$ cat config.mk
export PLATFORM = sky130hd
export DESIGN_NAME = source_text_tokenizer
export DESIGN_NICKNAME = d
export VERILOG_FILES = /design/src/hw/rtl/stt_pkg.sv /design/src/hw/rtl/stt_scanner.sv /design/src/hw/rtl/stt_queue.sv /design/src/hw/rtl/stt_emitter.sv /design/src/hw/rtl/source_text_tokenizer.sv
export SDC_FILE = /design/constraint.sdc
export NUM_CORES = 1
export LEC_CHECK = 0
export BUFFER_PORTS_ARGS = -buffer_cell sky130_fd_sc_hd__buf_4
export CORE_MARGIN = 5
export CORE_UTILIZATION = 35
export CTS_CLUSTER_DIAMETER = 80
export DETAILED_ROUTE_END_ITERATION = 6
export GPL_TIMING_DRIVEN = 0
export SLEW_MARGIN = 25
export SYNTH_ARGS = -nofsm -noshare
export SYNTH_HDL_FRONTEND = slang
export SYNTH_SLANG_ARGS = --single-unit
$ cat constraint.sdc
create_clock -name aclk -period 6.5 [get_ports aclk]
set_clock_uncertainty 0.15 [all_clocks]
set_input_delay 0.325 -clock aclk [delete_from_list [all_inputs] [get_ports aclk]]
set_output_delay 0.325 -clock aclk [all_outputs]
set_load 0.01 [all_outputs]
$ cat src/hw/rtl/stt_pkg.sv
// Shared types, constants and byte-class helpers for the source text tokenizer.
// Used by stt_scanner, stt_queue, stt_emitter and source_text_tokenizer.
`timescale 1ns / 1ps

package stt_pkg;

    localparam int MAX_TEXT_BYTES = 65536;
    localparam logic [15:0] POS_LIMIT =
        (MAX_TEXT_BYTES > 65536) ? 16'hFFFF : 16'(MAX_TEXT_BYTES - 1);
    localparam logic [15:0] LINE_LIMIT = 16'hFFFF;

    localparam int QUEUE_DEPTH = 4;
    localparam int QUEUE_AW    = $clog2(QUEUE_DEPTH);

    localparam logic [7:0] CH_TAB   = 8'h09;
    localparam logic [7:0] CH_NL    = 8'h0A;
    localparam logic [7:0] CH_CR    = 8'h0D;
    localparam logic [7:0] CH_SPACE = 8'h20;
    localparam logic [7:0] CH_QUOTE = 8'h22;
    localparam logic [7:0] CH_SLASH = 8'h2F;
    localparam logic [7:0] CH_BSL   = 8'h5C;
    localparam logic [7:0] CH_NUL   = 8'h00;

    localparam logic [15:0] KW_FN     = 16'h666E;
    localparam logic [23:0] KW_LET    = 24'h6C6574;
    localparam logic [23:0] KW_INT    = 24'h696E74;
    localparam logic [47:0] KW_RETURN = 48'h72657475726E;

    typedef enum logic [2:0] {
        MODE_IDLE    = 3'd0,
        MODE_IDENT   = 3'd1,
        MODE_NUMBER  = 3'd2,
        MODE_STRING  = 3'd3,
        MODE_ESCAPE  = 3'd4,
        MODE_SLASH   = 3'd5,
        MODE_COMMENT = 3'd6
    } mode_t;

    typedef enum logic [4:0] {
        K_EOF     = 5'd0,
        K_ERROR   = 5'd1,
        K_IDENT   = 5'd2,
        K_INTEGER = 5'd3,
        K_STRING  = 5'd4,
        K_FN      = 5'd5,
        K_LET     = 5'd6,
        K_RETURN  = 5'd7,
        K_INT     = 5'd8,
        K_PLUS    = 5'd9,
        K_MINUS   = 5'd10,
        K_STAR    = 5'd11,
        K_SLASH   = 5'd12,
        K_ASSIGN  = 5'd13,
        K_SEMI    = 5'd14,
        K_LPAREN  = 5'd15,
        K_RPAREN  = 5'd16,
        K_LBRACE  = 5'd17,
        K_RBRACE  = 5'd18
    } kind_t;

    typedef struct packed {
        kind_t       kind;
        logic [15:0] start;
        logic [15:0] length;
        logic [15:0] line;
    } tok_t;

    // One queue entry: all tokens caused by one input beat, in order.
    typedef struct packed {
        tok_t tok0;
        tok_t tok1;
        logic two;
    } entry_t;

    function automatic logic is_letter(input logic [7:0] c);
        return (c inside {[8'h61:8'h7A], [8'h41:8'h5A]}) || (c == 8'h5F);
    endfunction

    function automatic logic is_digit(input logic [7:0] c);
        return c inside {[8'h30:8'h39]};
    endfunction

    function automatic kind_t op_kind(input logic [7:0] c);
        kind_t k;
        case (c)
            8'h2B:   k = K_PLUS;
            8'h2D:   k = K_MINUS;
            8'h2A:   k = K_STAR;
            8'h3D:   k = K_ASSIGN;
            8'h3B:   k = K_SEMI;
            8'h28:   k = K_LPAREN;
            8'h29:   k = K_RPAREN;
            8'h7B:   k = K_LBRACE;
            8'h7D:   k = K_RBRACE;
            default: k = K_ERROR;
        endcase
        return k;
    endfunction

    function automatic kind_t ident_kind(input logic [15:0] len, input logic [47:0] win);
        kind_t k;
        if (len == 16'd2 && win[15:0] == KW_FN) begin
            k = K_FN;
        end else if (len == 16'd3 && win[23:0] == KW_LET) begin
            k = K_LET;
        end else if (len == 16'd6 && win == KW_RETURN) begin
            k = K_RETURN;
        end else if (len == 16'd3 && win[23:0] == KW_INT) begin
            k = K_INT;
        end else begin
            k = K_IDENT;
        end
        return k;
    endfunction

endpackage

$ cat src/hw/rtl/stt_scanner.sv
// Front end: scan state machine, one source byte per accepted beat.
// Builds the queue entry of up to two tokens per byte. Depends on stt_pkg.
`timescale 1ns / 1ps

module stt_scanner (
    input  logic            aclk,
    input  logic            aresetn,
    input  logic            accept_i,
    input  logic [7:0]      ch_i,
    input  logic            is_end_i,
    output logic            push_o,
    output stt_pkg::entry_t entry_o
);

    stt_pkg::mode_t mode_reg, mode_next;
    logic [15:0]    pos_reg, pos_next;
    logic [15:0]    line_reg, line_next;
    logic [15:0]    start_reg, start_next;
    logic [47:0]    win_reg, win_next;

    logic           line_inc;
    logic           end_w;
    logic [15:0]    len_w;
    logic [15:0]    pos_inc;

    // decode of a byte seen with no token pending
    stt_pkg::mode_t idle_mode;
    logic           idle_set_start;
    logic           idle_nl;
    logic           idle_emit;
    logic           is_word_ch;

    stt_pkg::tok_t  pend_tok, sec_tok;
    logic           pend_vld, sec_vld;

    assign end_w      = is_end_i || (ch_i == stt_pkg::CH_NUL);
    assign len_w      = pos_reg - start_reg;
    assign pos_inc    = (pos_reg < stt_pkg::POS_LIMIT) ? pos_reg + 16'd1 : pos_reg;
    assign is_word_ch = stt_pkg::is_letter(ch_i) || stt_pkg::is_digit(ch_i);

    always_comb begin
        idle_mode      = stt_pkg::MODE_IDLE;
        idle_set_start = 1'b1;
        idle_nl        = 1'b0;
        idle_emit      = 1'b0;
        if (ch_i == stt_pkg::CH_SPACE || ch_i == stt_pkg::CH_TAB || ch_i == stt_pkg::CH_CR) begin
            idle_set_start = 1'b0;
        end else if (ch_i == stt_pkg::CH_NL) begin
            idle_set_start = 1'b0;
            idle_nl        = 1'b1;
        end else if (stt_pkg::is_letter(ch_i)) begin
            idle_mode = stt_pkg::MODE_IDENT;
        end else if (stt_pkg::is_digit(ch_i)) begin
            idle_mode = stt_pkg::MODE_NUMBER;
        end else if (ch_i == stt_pkg::CH_QUOTE) begin
            idle_mode = stt_pkg::MODE_STRING;
        end else if (ch_i == stt_pkg::CH_SLASH) begin
            idle_mode = stt_pkg::MODE_SLASH;
        end else begin
            idle_emit = 1'b1;
        end
    end

    // next state
    always_comb begin
        logic take_idle;
        take_idle  = 1'b0;
        mode_next  = mode_reg;
        start_next = start_reg;
        win_next   = win_reg;
        line_inc   = 1'b0;
        case (mode_reg)
            stt_pkg::MODE_IDENT: begin
                if (is_word_ch) begin
                    win_next = {win_reg[39:0], ch_i};
                end else begin
                    take_idle = 1'b1;
                end
            end
            stt_pkg::MODE_NUMBER: begin
                take_idle = !stt_pkg::is_digit(ch_i);
            end
            stt_pkg::MODE_STRING: begin
                if (ch_i == stt_pkg::CH_QUOTE) begin
                    mode_next = stt_pkg::MODE_IDLE;
                end else if (ch_i == stt_pkg::CH_BSL) begin
                    mode_next = stt_pkg::MODE_ESCAPE;
                end else if (ch_i == stt_pkg::CH_NL) begin
                    line_inc = 1'b1;
                end
            end
            stt_pkg::MODE_ESCAPE: begin
                mode_next = stt_pkg::MODE_STRING;
            end
            stt_pkg::MODE_SLASH: begin
                if (ch_i == stt_pkg::CH_SLASH) begin
                    mode_next = stt_pkg::MODE_COMMENT;
                end else begin
                    take_idle = 1'b1;
                end
            end
            stt_pkg::MODE_COMMENT: begin
                if (ch_i == stt_pkg::CH_NL) begin
                    line_inc  = 1'b1;
                    mode_next = stt_pkg::MODE_IDLE;
                end
            end
            default: begin
                take_idle = 1'b1;
            end
        endcase
        if (take_idle) begin
            mode_next = idle_mode;
            line_inc  = idle_nl;
            if (idle_set_start) begin
                start_next = pos_reg;
            end
            if (idle_mode == stt_pkg::MODE_IDENT) begin
                win_next = {40'd0, ch_i};
            end
        end
        line_next = (line_inc && line_reg != stt_pkg::LINE_LIMIT) ? line_reg + 16'd1 : line_reg;
        pos_next  = pos_inc;
        // end of text: restart from reset values
        if (end_w) begin
            mode_next  = stt_pkg::MODE_IDLE;
            start_next = 16'd0;
            win_next   = 48'd0;
            line_next  = 16'd1;
            pos_next   = 16'd0;
        end
    end

    // token outputs
    always_comb begin
        logic flush;
        flush    = 1'b0;
        pend_vld = 1'b0;
        pend_tok = '{kind: stt_pkg::K_IDENT, start: start_reg, length: len_w, line: line_reg};
        sec_vld  = 1'b0;
        sec_tok  = '{kind: stt_pkg::op_kind(ch_i), start: pos_reg, length: 16'd1,
                     line: line_reg};
        if (end_w) begin
            sec_vld = 1'b1;
            sec_tok = '{kind: stt_pkg::K_EOF, start: pos_reg, length: 16'd0, line: line_reg};
            if (mode_reg == stt_pkg::MODE_STRING || mode_reg == stt_pkg::MODE_ESCAPE) begin
                pend_vld      = 1'b1;
                pend_tok.kind = stt_pkg::K_ERROR;
            end else begin
                flush = 1'b1;
            end
        end else begin
            case (mode_reg)
                stt_pkg::MODE_IDENT: begin
                    flush = !is_word_ch;
                end
                stt_pkg::MODE_NUMBER: begin
                    flush = !stt_pkg::is_digit(ch_i);
                end
                stt_pkg::MODE_SLASH: begin
                    flush = (ch_i != stt_pkg::CH_SLASH);
                end
                stt_pkg::MODE_STRING: begin
                    if (ch_i == stt_pkg::CH_QUOTE) begin
                        pend_vld        = 1'b1;
                        pend_tok.kind   = stt_pkg::K_STRING;
                        pend_tok.length = pos_inc - start_reg;
                    end
                end
                stt_pkg::MODE_ESCAPE, stt_pkg::MODE_COMMENT: begin
                    pend_vld = 1'b0;
                end
                default: begin
                    sec_vld = idle_emit;
                end
            endcase
            if (flush) begin
                sec_vld = idle_emit;
            end
        end
        if (flush) begin
            case (mode_reg)
                stt_pkg::MODE_IDENT: begin
                    pend_vld      = 1'b1;
                    pend_tok.kind = stt_pkg::ident_kind(len_w, win_reg);
                end
                stt_pkg::MODE_NUMBER: begin
                    pend_vld      = 1'b1;
                    pend_tok.kind = stt_pkg::K_INTEGER;
                end
                stt_pkg::MODE_SLASH: begin
                    pend_vld        = 1'b1;
                    pend_tok.kind   = stt_pkg::K_SLASH;
                    pend_tok.length = 16'd1;
                end
                default: begin
                    pend_vld = 1'b0;
                end
            endcase
        end
    end

    assign push_o       = accept_i && (pend_vld || sec_vld);
    assign entry_o.tok0 = pend_vld ? pend_tok : sec_tok;
    assign entry_o.tok1 = sec_tok;
    assign entry_o.two  = pend_vld && sec_vld;

    always_ff @(posedge aclk) begin
        if (!aresetn) begin
            mode_reg  <= stt_pkg::MODE_IDLE;
            pos_reg   <= 16'd0;
            line_reg  <= 16'd1;
            start_reg <= 16'd0;
            win_reg   <= 48'd0;
        end else if (accept_i) begin
            mode_reg  <= mode_next;
            pos_reg   <= pos_next;
            line_reg  <= line_next;
            start_reg <= start_next;
            win_reg   <= win_next;
        end
    end

endmodule

$ cat src/hw/rtl/stt_queue.sv
// Short register queue of token entries between scanner and emitter.
// Depends on stt_pkg.
`timescale 1ns / 1ps

module stt_queue (
    input  logic            aclk,
    input  logic            aresetn,
    input  logic            push_i,
    input  stt_pkg::entry_t push_data_i,
    input  logic            pop_i,
    output stt_pkg::entry_t head_o,
    output logic            full_o,
    output logic            empty_o
);

    stt_pkg::entry_t                 store_reg [stt_pkg::QUEUE_DEPTH];
    logic [stt_pkg::QUEUE_AW-1:0]    wr_ptr_reg, rd_ptr_reg;
    logic [stt_pkg::QUEUE_AW:0]      count_reg, count_next;

    assign full_o  = (count_reg == (stt_pkg::QUEUE_AW+1)'(stt_pkg::QUEUE_DEPTH));
    assign empty_o = (count_reg == '0);
    assign head_o  = store_reg[rd_ptr_reg];

    always_comb begin
        count_next = count_reg;
        if (push_i && !pop_i) begin
            count_next = count_reg + 1'b1;
        end else if (pop_i && !push_i) begin
            count_next = count_reg - 1'b1;
        end
    end

    always_ff @(posedge aclk) begin
        if (!aresetn) begin
            wr_ptr_reg <= '0;
            rd_ptr_reg <= '0;
            count_reg  <= '0;
        end else begin
            count_reg <= count_next;
            if (push_i) begin
                wr_ptr_reg <= wr_ptr_reg + 1'b1;
            end
            if (pop_i) begin
                rd_ptr_reg <= rd_ptr_reg + 1'b1;
            end
        end
    end

    always_ff @(posedge aclk) begin
        if (push_i) begin
            store_reg[wr_ptr_reg] <= push_data_i;
        end
    end

`ifndef SYNTH
    a_no_overflow: assert property (@(posedge aclk) disable iff (!aresetn)
        push_i |-> !full_o)
        else $error("queue push while full");
    a_no_underflow: assert property (@(posedge aclk) disable iff (!aresetn)
        pop_i |-> !empty_o)
        else $error("queue pop while empty");
    a_count_track: assert property (@(posedge aclk) disable iff (!aresetn)
        (push_i && !pop_i) |=> (count_reg == $past(count_reg) + 1'b1))
        else $error("queue count lost a push");
`endif

endmodule

$ cat src/hw/rtl/stt_emitter.sv
// Back end: turns the head queue entry into one or two output beats.
// Depends on stt_pkg.
`timescale 1ns / 1ps

module stt_emitter (
    input  logic            aclk,
    input  logic            aresetn,
    input  stt_pkg::entry_t head_i,
    input  logic            empty_i,
    output logic            pop_o,
    output logic            m_tvalid,
    input  logic            m_tready,
    output stt_pkg::tok_t   tok_o,
    output logic            m_tlast
);

    logic sel_reg, sel_next;
    logic beat;

    assign m_tvalid = !empty_i;
    assign tok_o    = sel_reg ? head_i.tok1 : head_i.tok0;
    assign m_tlast  = !head_i.two || sel_reg;
    assign beat     = m_tvalid && m_tready;
    assign pop_o    = beat && m_tlast;

    always_comb begin
        sel_next = sel_reg;
        if (beat) begin
            sel_next = !m_tlast;
        end
    end

    always_ff @(posedge aclk) begin
        if (!aresetn) begin
            sel_reg <= 1'b0;
        end else begin
            sel_reg <= sel_next;
        end
    end

endmodule

$ cat src/hw/rtl/source_text_tokenizer.sv
// Source text tokenizer: one ASCII byte per s_ beat in, tokens out on m_.
// A token enters the queue with the byte that completes it, then is offered on m_.
// Throughput: one byte per cycle unless the queue is full; a byte closing two tokens
// takes two m_ beats; the four-entry queue sets how far scanner and emitter slip.
// Reset: aresetn low at a clock edge restarts scanning at offset 0, line 1,
// and empties the queue. End of text does the same restart after its eof token.
`timescale 1ns / 1ps

module source_text_tokenizer (
    input  logic        aclk,
    input  logic        aresetn,
    // input bytes
    input  logic        s_tvalid,
    output logic        s_tready,
    input  logic [7:0]  s_tdata,   // [7:0] ch
    input  logic        s_tuser,   // [0] is_end
    // tokens
    output logic        m_tvalid,
    input  logic        m_tready,
    output logic [55:0] m_tdata,   // [4:0] kind, [20:5] start_offset,
                                   // [36:21] token_length, [52:37] line_number, rest 0
    output logic        m_tlast    // last_of_run
);

    logic            accept;
    logic            push;
    logic            pop;
    logic            full;
    logic            empty;
    stt_pkg::entry_t entry;
    stt_pkg::entry_t head;
    stt_pkg::tok_t   tok;

    // take a byte whenever the queue has room; bytes that make no token
    // still need that room only as a simple guard
    assign s_tready = !full;
    assign accept   = s_tvalid && s_tready;

    stt_scanner u_scanner (
        .aclk     (aclk),
        .aresetn  (aresetn),
        .accept_i (accept),
        .ch_i     (s_tdata),
        .is_end_i (s_tuser),
        .push_o   (push),
        .entry_o  (entry)
    );

    stt_queue u_queue (
        .aclk        (aclk),
        .aresetn     (aresetn),
        .push_i      (push),
        .push_data_i (entry),
        .pop_i       (pop),
        .head_o      (head),
        .full_o      (full),
        .empty_o     (empty)
    );

    stt_emitter u_emitter (
        .aclk     (aclk),
        .aresetn  (aresetn),
        .head_i   (head),
        .empty_i  (empty),
        .pop_o    (pop),
        .m_tvalid (m_tvalid),
        .m_tready (m_tready),
        .tok_o    (tok),
        .m_tlast  (m_tlast)
    );

    // pack fields lowest first, pad to whole bytes
    assign m_tdata = {3'b000, tok.line, tok.length, tok.start, tok.kind};

endmodule

Yosys cells after proc, flatten, opt, wreduce, memory -nomap -nowiden
Memories as Yosys holds them, arrays and structs flattened. A register that Yosys moved wholly into a read port is not among the register bits.
Index checks and enable logic that the tools add are counted.
- $add $sub $neg: 8
- $lt $le $gt $ge: 7
- eq/ne operators: 37
- muxes and demuxes: 79
- reductions and logical operators: 45
- operator list (operator ; count):
    48-bit 2-to-1 mux ; 5
    16-bit 2-to-1 mux ; 12
    53-bit 2-to-1 mux ; 3
    8-bit by 6-bit equality test with 1-bit output, second input constant ; 10
    24-bit by 23-bit equality test with 1-bit output, second input constant ; 2
    48-bit by 47-bit equality test with 1-bit output, second input constant ; 1
    3-bit 2-to-1 mux ; 15
    5-bit case mux with 9 select lines ; 1
    16-bit by 1-bit adder with 16-bit output, second input constant ; 2
    16-bit by 2-bit equality test with 1-bit output, second input constant ; 2
    8-bit by 7-bit equality test with 1-bit output, second input constant ; 4
    16-bit subtractor ; 2
    5-bit 2-to-1 mux ; 6
    1-bit 2-to-1 mux ; 28
    8-bit by 4-bit equality test with 1-bit output, second input constant ; 3
    16-bit by 15-bit equality test with 1-bit output, second input constant ; 1
    16-bit by 3-bit equality test with 1-bit output, second input constant ; 1
    8-bit by 7-bit greater-or-equal comparator with 1-bit output, second input constant ; 2
    8-bit by 7-bit <= comparator with 1-bit output, second input constant ; 2
    16-bit < comparator, second input constant ; 1
    16-bit != test, second input constant ; 1
    1-bit logical AND ; 15
    5-bit case mux with 3 select lines ; 1
    3-bit equality test, second input constant ; 4
    other kinds (27) ; 52
- bits in registers: 107
- memory bits (writable): 428
- memories: 1
- memories (memory ; depth ; bits a word ; read ports ; clocked after Yosys merged registers in ; write ports ; RTL line ; source):
    u_queue.store_reg ; 4 ; 107 ; 1 ; 1 ; 1 ; stt_queue.sv:16 ; stt_pkg::entry_t store_reg [stt_pkg::QUEUE_DEPTH];

Depth between registers and ports, before layout
- word-level depth: 16
- mapped depth: 16
- depth with buffers taken out: 16

Modules after synthesis
From an unflattened synthesis, not the netlist that was laid out.
- cell total of the unflattened synthesis: 1574
- area total of the unflattened synthesis: 23859.1 um^2
- modules (own cells, without submodules) (module ; times used ; cells an instance ; area an instance (um^2) ; seq. area each (um^2)):
    stt_queue ; 1 ; 602 ; 15854.0 ; 13032.5
    stt_scanner ; 1 ; 899 ; 7234.4 ; 1981.9
    stt_emitter ; 1 ; 67 ; 734.5 ; 20.0
    source_text_tokenizer ; 1 ; 6 ; 36.3 ; 0.0

Worst setup path after synthesis
No wires, ideal clock.
- kind: input port to flip-flop
- start: input port s_tdata[0]
- end: memory u_queue.store_reg[0][0] (netlist name) (enable)
- setup time: 0.443 ns
- arrival: 4.099 ns
- required time: 5.907 ns
- path slack: 1.808 ns
- cell stages on the path: 8
- path buffers: 1
- path through: clkbuf_1 -> or4_1 -> o21ai_1 -> o21a_1 -> or3b_1 -> or2_1 -> a31oi_4 -> and2_1
- word-level cells in the longest chain between the ends: 14
- elaborated cells between the ends (all ways): 46
- those cells by class: order compare (6); eq/ne (8); mux (18); reduce/logical (14)
- ends and longest elaborated chain (element ; RTL line ; source):
    from (decl) ; source_text_tokenizer.sv:15 ; input logic [7:0] s_tdata,
    8-bit by 7-bit greater-or-equal comparator with 1-bit output, or another cell as far along ; stt_pkg.sv:76 ; return (c inside {[8'h61:8'h7A], [8'h41:8'h5A]}) || (c == 8'h5F);
    1-bit logical AND / 1-bit 2-to-1 mux (equally long branches) ; stt_pkg.sv:76, stt_scanner.sv:57 ;
    2-bit nonzero test / 1-bit 2-to-1 mux (equally long branches) ; stt_pkg.sv:76, stt_scanner.sv:55 ;
    1-bit logical OR / 1-bit 2-to-1 mux (equally long branches) ; stt_pkg.sv:76, stt_scanner.sv:53 ;
    1-bit logical OR / 1-bit 2-to-1 mux (equally long branches) ; stt_scanner.sv:39, stt_scanner.sv:51 ;
    1-bit zero test / 1-bit 2-to-1 mux (equally long branches) ; stt_scanner.sv:155, stt_scanner.sv:48 ;
    1-bit case mux with 3 select lines / 1-bit 2-to-1 mux (equally long branches) ; stt_scanner.sv:153, stt_scanner.sv:46 ;
    1-bit 2-to-1 mux, on equally long branches ; stt_scanner.sv:143, stt_scanner.sv:153 ;
    1-bit 2-to-1 mux, on equally long branches ; stt_scanner.sv:143, stt_scanner.sv:177 ;
    1-bit 2-to-1 mux, on equally long branches ; stt_scanner.sv:181, stt_scanner.sv:143 ;
    1-bit logical OR (*) ; stt_scanner.sv:203 ; assign push_o = accept_i && (pend_vld || sec_vld);
    1-bit logical AND (*) ; stt_scanner.sv:203 ;
    via push ; source_text_tokenizer.sv:26 ; logic push;
    1-bit 2-to-1 mux (*) ; stt_queue.sv:50 ; if (push_i) begin
    1-bit 2-to-1 mux (not written as such) (*) ; stt_queue.sv:51 ; store_reg[wr_ptr_reg] <= push_data_i;
    to (decl) ; stt_queue.sv:16 ;
Mark *: on every way through the listed nets, which the timed path passes. The rest lies on a longest branch. The select of a mux whose other input is x is not followed.

==> flow_metrics.py <==
metrics = {
    "die": {
        "ios": 72,
        "start_util": 0.351,
        "die_area_um2": 58400,
        "core_um2": 53500,
        "num_rows": 85,
        "fp.dieH_um": 242,
        "die_w_um": 242,
    },
    "routing": {
        "avgViaCountPerCell": 5.39,
        "vias": 12000,
        "drt_iter0_drc": 919,
        "routed_wl_um": 46400,
        "ant_nets": 0,
        "drt_pass1_iterations": 5,
        "routedWlPerCell_um": 20.8,
        "drc": 0,
    },
    "timing": {
        "drv_slew": 0,
        "finalSetupViolCount": 0,
        "period_share": 0.877,
        "setup_slack_ns": 0.798,
        "min_period_ns": 5.70,
        "rsz0062_at_grt": "false",
        "max-slew-margin-rel": 0.264,
        "worst_hold_slack_ns": 0.122,
        "max_freq_ghz": 0.175,
        "tightest_slew_ns": 1.10,
        "hold_viol_final": 0,
    },
    "global_route": {
        "grt_pass1_wl_um": 71400,
        "antenna_found_initial": 1,
        "grt_usage": 0.155,
        "overflow": 0,
        "grt_max_degree": 40,
        "grt_pass1_vias": 11900,
    },
    "logic_synthesis": {
        "yosysWarnings": 0,
        "netlist_instances": 1386,
        "synth_ff_type": "edfxtp_1",
        "syn_area_um2": 18800,
        "synth-async-reset-ratio": 0,
        "synth_seq_cells": 413,
        "ys_seq_area_frac": 0.602,
        "synth_edf_count": 304,
        "synth_cell_types": 83,
        "postSynthAreaPerCell_um2": 13.6,
    },
    "finish": {
        "final_area_um2": 21700,
        "fin_nets": 1557,
        "layout_commonest_cell": "edfxtp_1",
        "fill_cells": 4992,
        "utilization": 0.406,
        "ff_latch_area_um2": 11300,
        "final_cell_mix": "edfxtp_1 (304), dfxtp_1 (109), nand2_1 (97)",
        "largest_reg_flops": 304,
        "multi_input_area_um2": 7030,
        "syn2layout_area_growth_pct": 15.5,
        "drive_gt1_frac": 0.182,
    },
    "power_and_ir_drop": {
        "vdd_ir_drop_max_mv": 0.201,
        "total_power_mw": 7.08,
        "p_leak_nw": 7.35,
        "p_per_area_nw_per_um2": 326,
    },
    "place": {
        "placed_area_um2": 20300,
        "post-dp-hpwl_um": 33000,
        "post-place-ws_ns": 0.893,
        "io_buffers": 64,
        "gp_congestion": 0.902,
    },
    "clock_tree": {
        "clk_pin_slew_ns": 0.06,
        "cts-root-buf": "clkbuf_16",
        "clockBufferDepth": 3,
        "ctsHtreeMaxLevel": 2,
        "cts-buffers-inserted": 43,
        "clock_latency_ns": 0.56,
        "cts_tree": "done",
        "post_cts_buffers": 0,
        "clock-sinks": 413,
    },
    "worst_setup_path": {
        "cp-end-kind": "register",
        "cp.arrival_ns": 5.87,
        "startpoint_type": "register",
        "worstSetupPathType": "reg2reg",
        "reg2regPathDepth": 15,
        "critPathRequiredTime_ns": 6.66,
        "crit-reg2reg-launch": "u_scanner.pos_reg[3]",
        "rr_endpoint": "u_queue.store_reg[0][84]",
        "cp_max_fo": 10,
        "worst-r2r-setup-slack_ns": 0.80,
    },
    "min_path": {
        "hold_path.class": "in2reg",
        "holdPathEnd": "u_scanner.win_reg[3]",
        "hold_start": "s_tdata[3]",
        "hold_depth": 2,
    },
    "job": {
        "cap_viol_max_count": 0,
    },
    "run_status": {
        "status": "completed",
    },
}
worst max-delay path: stages (launching register included):
cell and delay (ns):
dfxtp_1 0.54, clkbuf_1 0.37, nand4_1 0.29, nor4_2 0.60, nand3_1 0.49, and2_1 0.36, and3_1 0.24, xor2_1 0.16
ha_1 0.25, or3_1 0.37, o211ai_1 0.23, a21boi_0 0.16, o21a_1 0.21, o21a_1 0.19, or4_1 0.46, a31oi_1 0.37
through the flow:
stage               TNS, ns  instances
global placement     -10.06       2148
finish                    0       2234
detailed placement        0       2152
floorplan                 0       1388
CTS                       0       2233
global route              0       2233
final cells by class:
cell class	count	share of cell area
diodes	1	0.000115
plain buffers	80	0.0155
clock buffers	68	0.0580
clock inverters	11	0.00634
inverters	38	0.00657
multi-input cells	857	0.324
flip-flops and latches	413	0.521
well taps	696	0.0401
repair buffers	70	0.0281
how the worst max path moves through the flow:
stage,start,end,slack [ns],cells past startpoint
6_report,u_scanner.pos_reg[3],u_queue.store_reg[0][84],0.80,15
5_1_grt,u_scanner.pos_reg[3],u_queue.store_reg[0][84],0.39,15
4_1_cts,u_scanner.pos_reg[3],u_queue.store_reg[0][84],0.87,15
3_5_place_dp,u_scanner.pos_reg[3],u_queue.store_reg[1][84],0.89,15
3_3_place_gp,s_tdata[3],u_queue.store_reg[1][51],-0.06,8
2_1_floorplan,s_tdata[0],u_queue.store_reg[0][0],1.81,8
timing repair:
| item | in CTS | in global routing |
|---|---|---|
| endpoints found under the hold margin | 2 | 0 |
| resized for setup | 0 | 0 |
| hold buffers | 2 | 0 |
synth_stat cells (all sizes together) (4+ instances only):
library cell	n	area share
o21a	10	0.0040
inv	38	0.0076
a211oi	8	0.0032
nand4	15	0.0050
xor2	14	0.0065
nand2b	14	0.0047
a22oi	6	0.0024
nor2	66	0.013
edfxtp	304	0.49
nor4	11	0.0040
or2	5	0.0017
mux4	76	0.091
nand3b	4	0.0016
and3	14	0.0047
nor2b	34	0.011
buf	25	0.0065
a31oi	17	0.0065
dfxtp	109	0.12
mux2i	10	0.0053
xnor2	35	0.016
nor3	30	0.0080
nor4bb	4	0.0021
or4	5	0.0022
o31ai	4	0.0023
nand3	23	0.0061
nand4b	5	0.0023
a21oi	52	0.014
and2	23	0.0077
o211ai	10	0.0040
a22o	63	0.029
a21boi	11	0.0044
o21bai	4	0.0016
clkbuf	55	0.011
mux2	26	0.016
or3	18	0.0060
nand2	98	0.020
o21ai	50	0.014
a21o	10	0.0040
ha	38	0.025
power by group:
part           switching (mW)  internal [mW]
logic                   0.813          0.727
registers              0.0600           3.06
clock network           0.977           1.45
kinds of logic (layout without fill, tap and decap cells):
| kind of cell | count (synthesis) | count (layout) | synth area share |
|---|---|---|---|
| buffers and inverters | 118 | 267 | 0.0251 |
| xor gates and xnor gates | 49 | 49 | 0.0228 |
| adders and majority gates | 41 | 41 | 0.0285 |
| and+or+nand+nor | 381 | 381 | 0.106 |
| DFF | 413 | 413 | 0.602 |
| AOI/OAI and AO/OA | 271 | 271 | 0.103 |
| other | 1 | 4 | 0.000200 |
| muxes | 112 | 112 | 0.112 |
metal layers:
layer	track usage	part of all wire	vias to the layer above
met5	0	0.00028	-
met2	0.257	0.48	325
met1	0.215	0.45	6079
li1	-	-	5580
met3	0.0276	0.051	59
met4	0.0371	0.018	2
No activity file was read; power rests on OpenSTA's default activity.
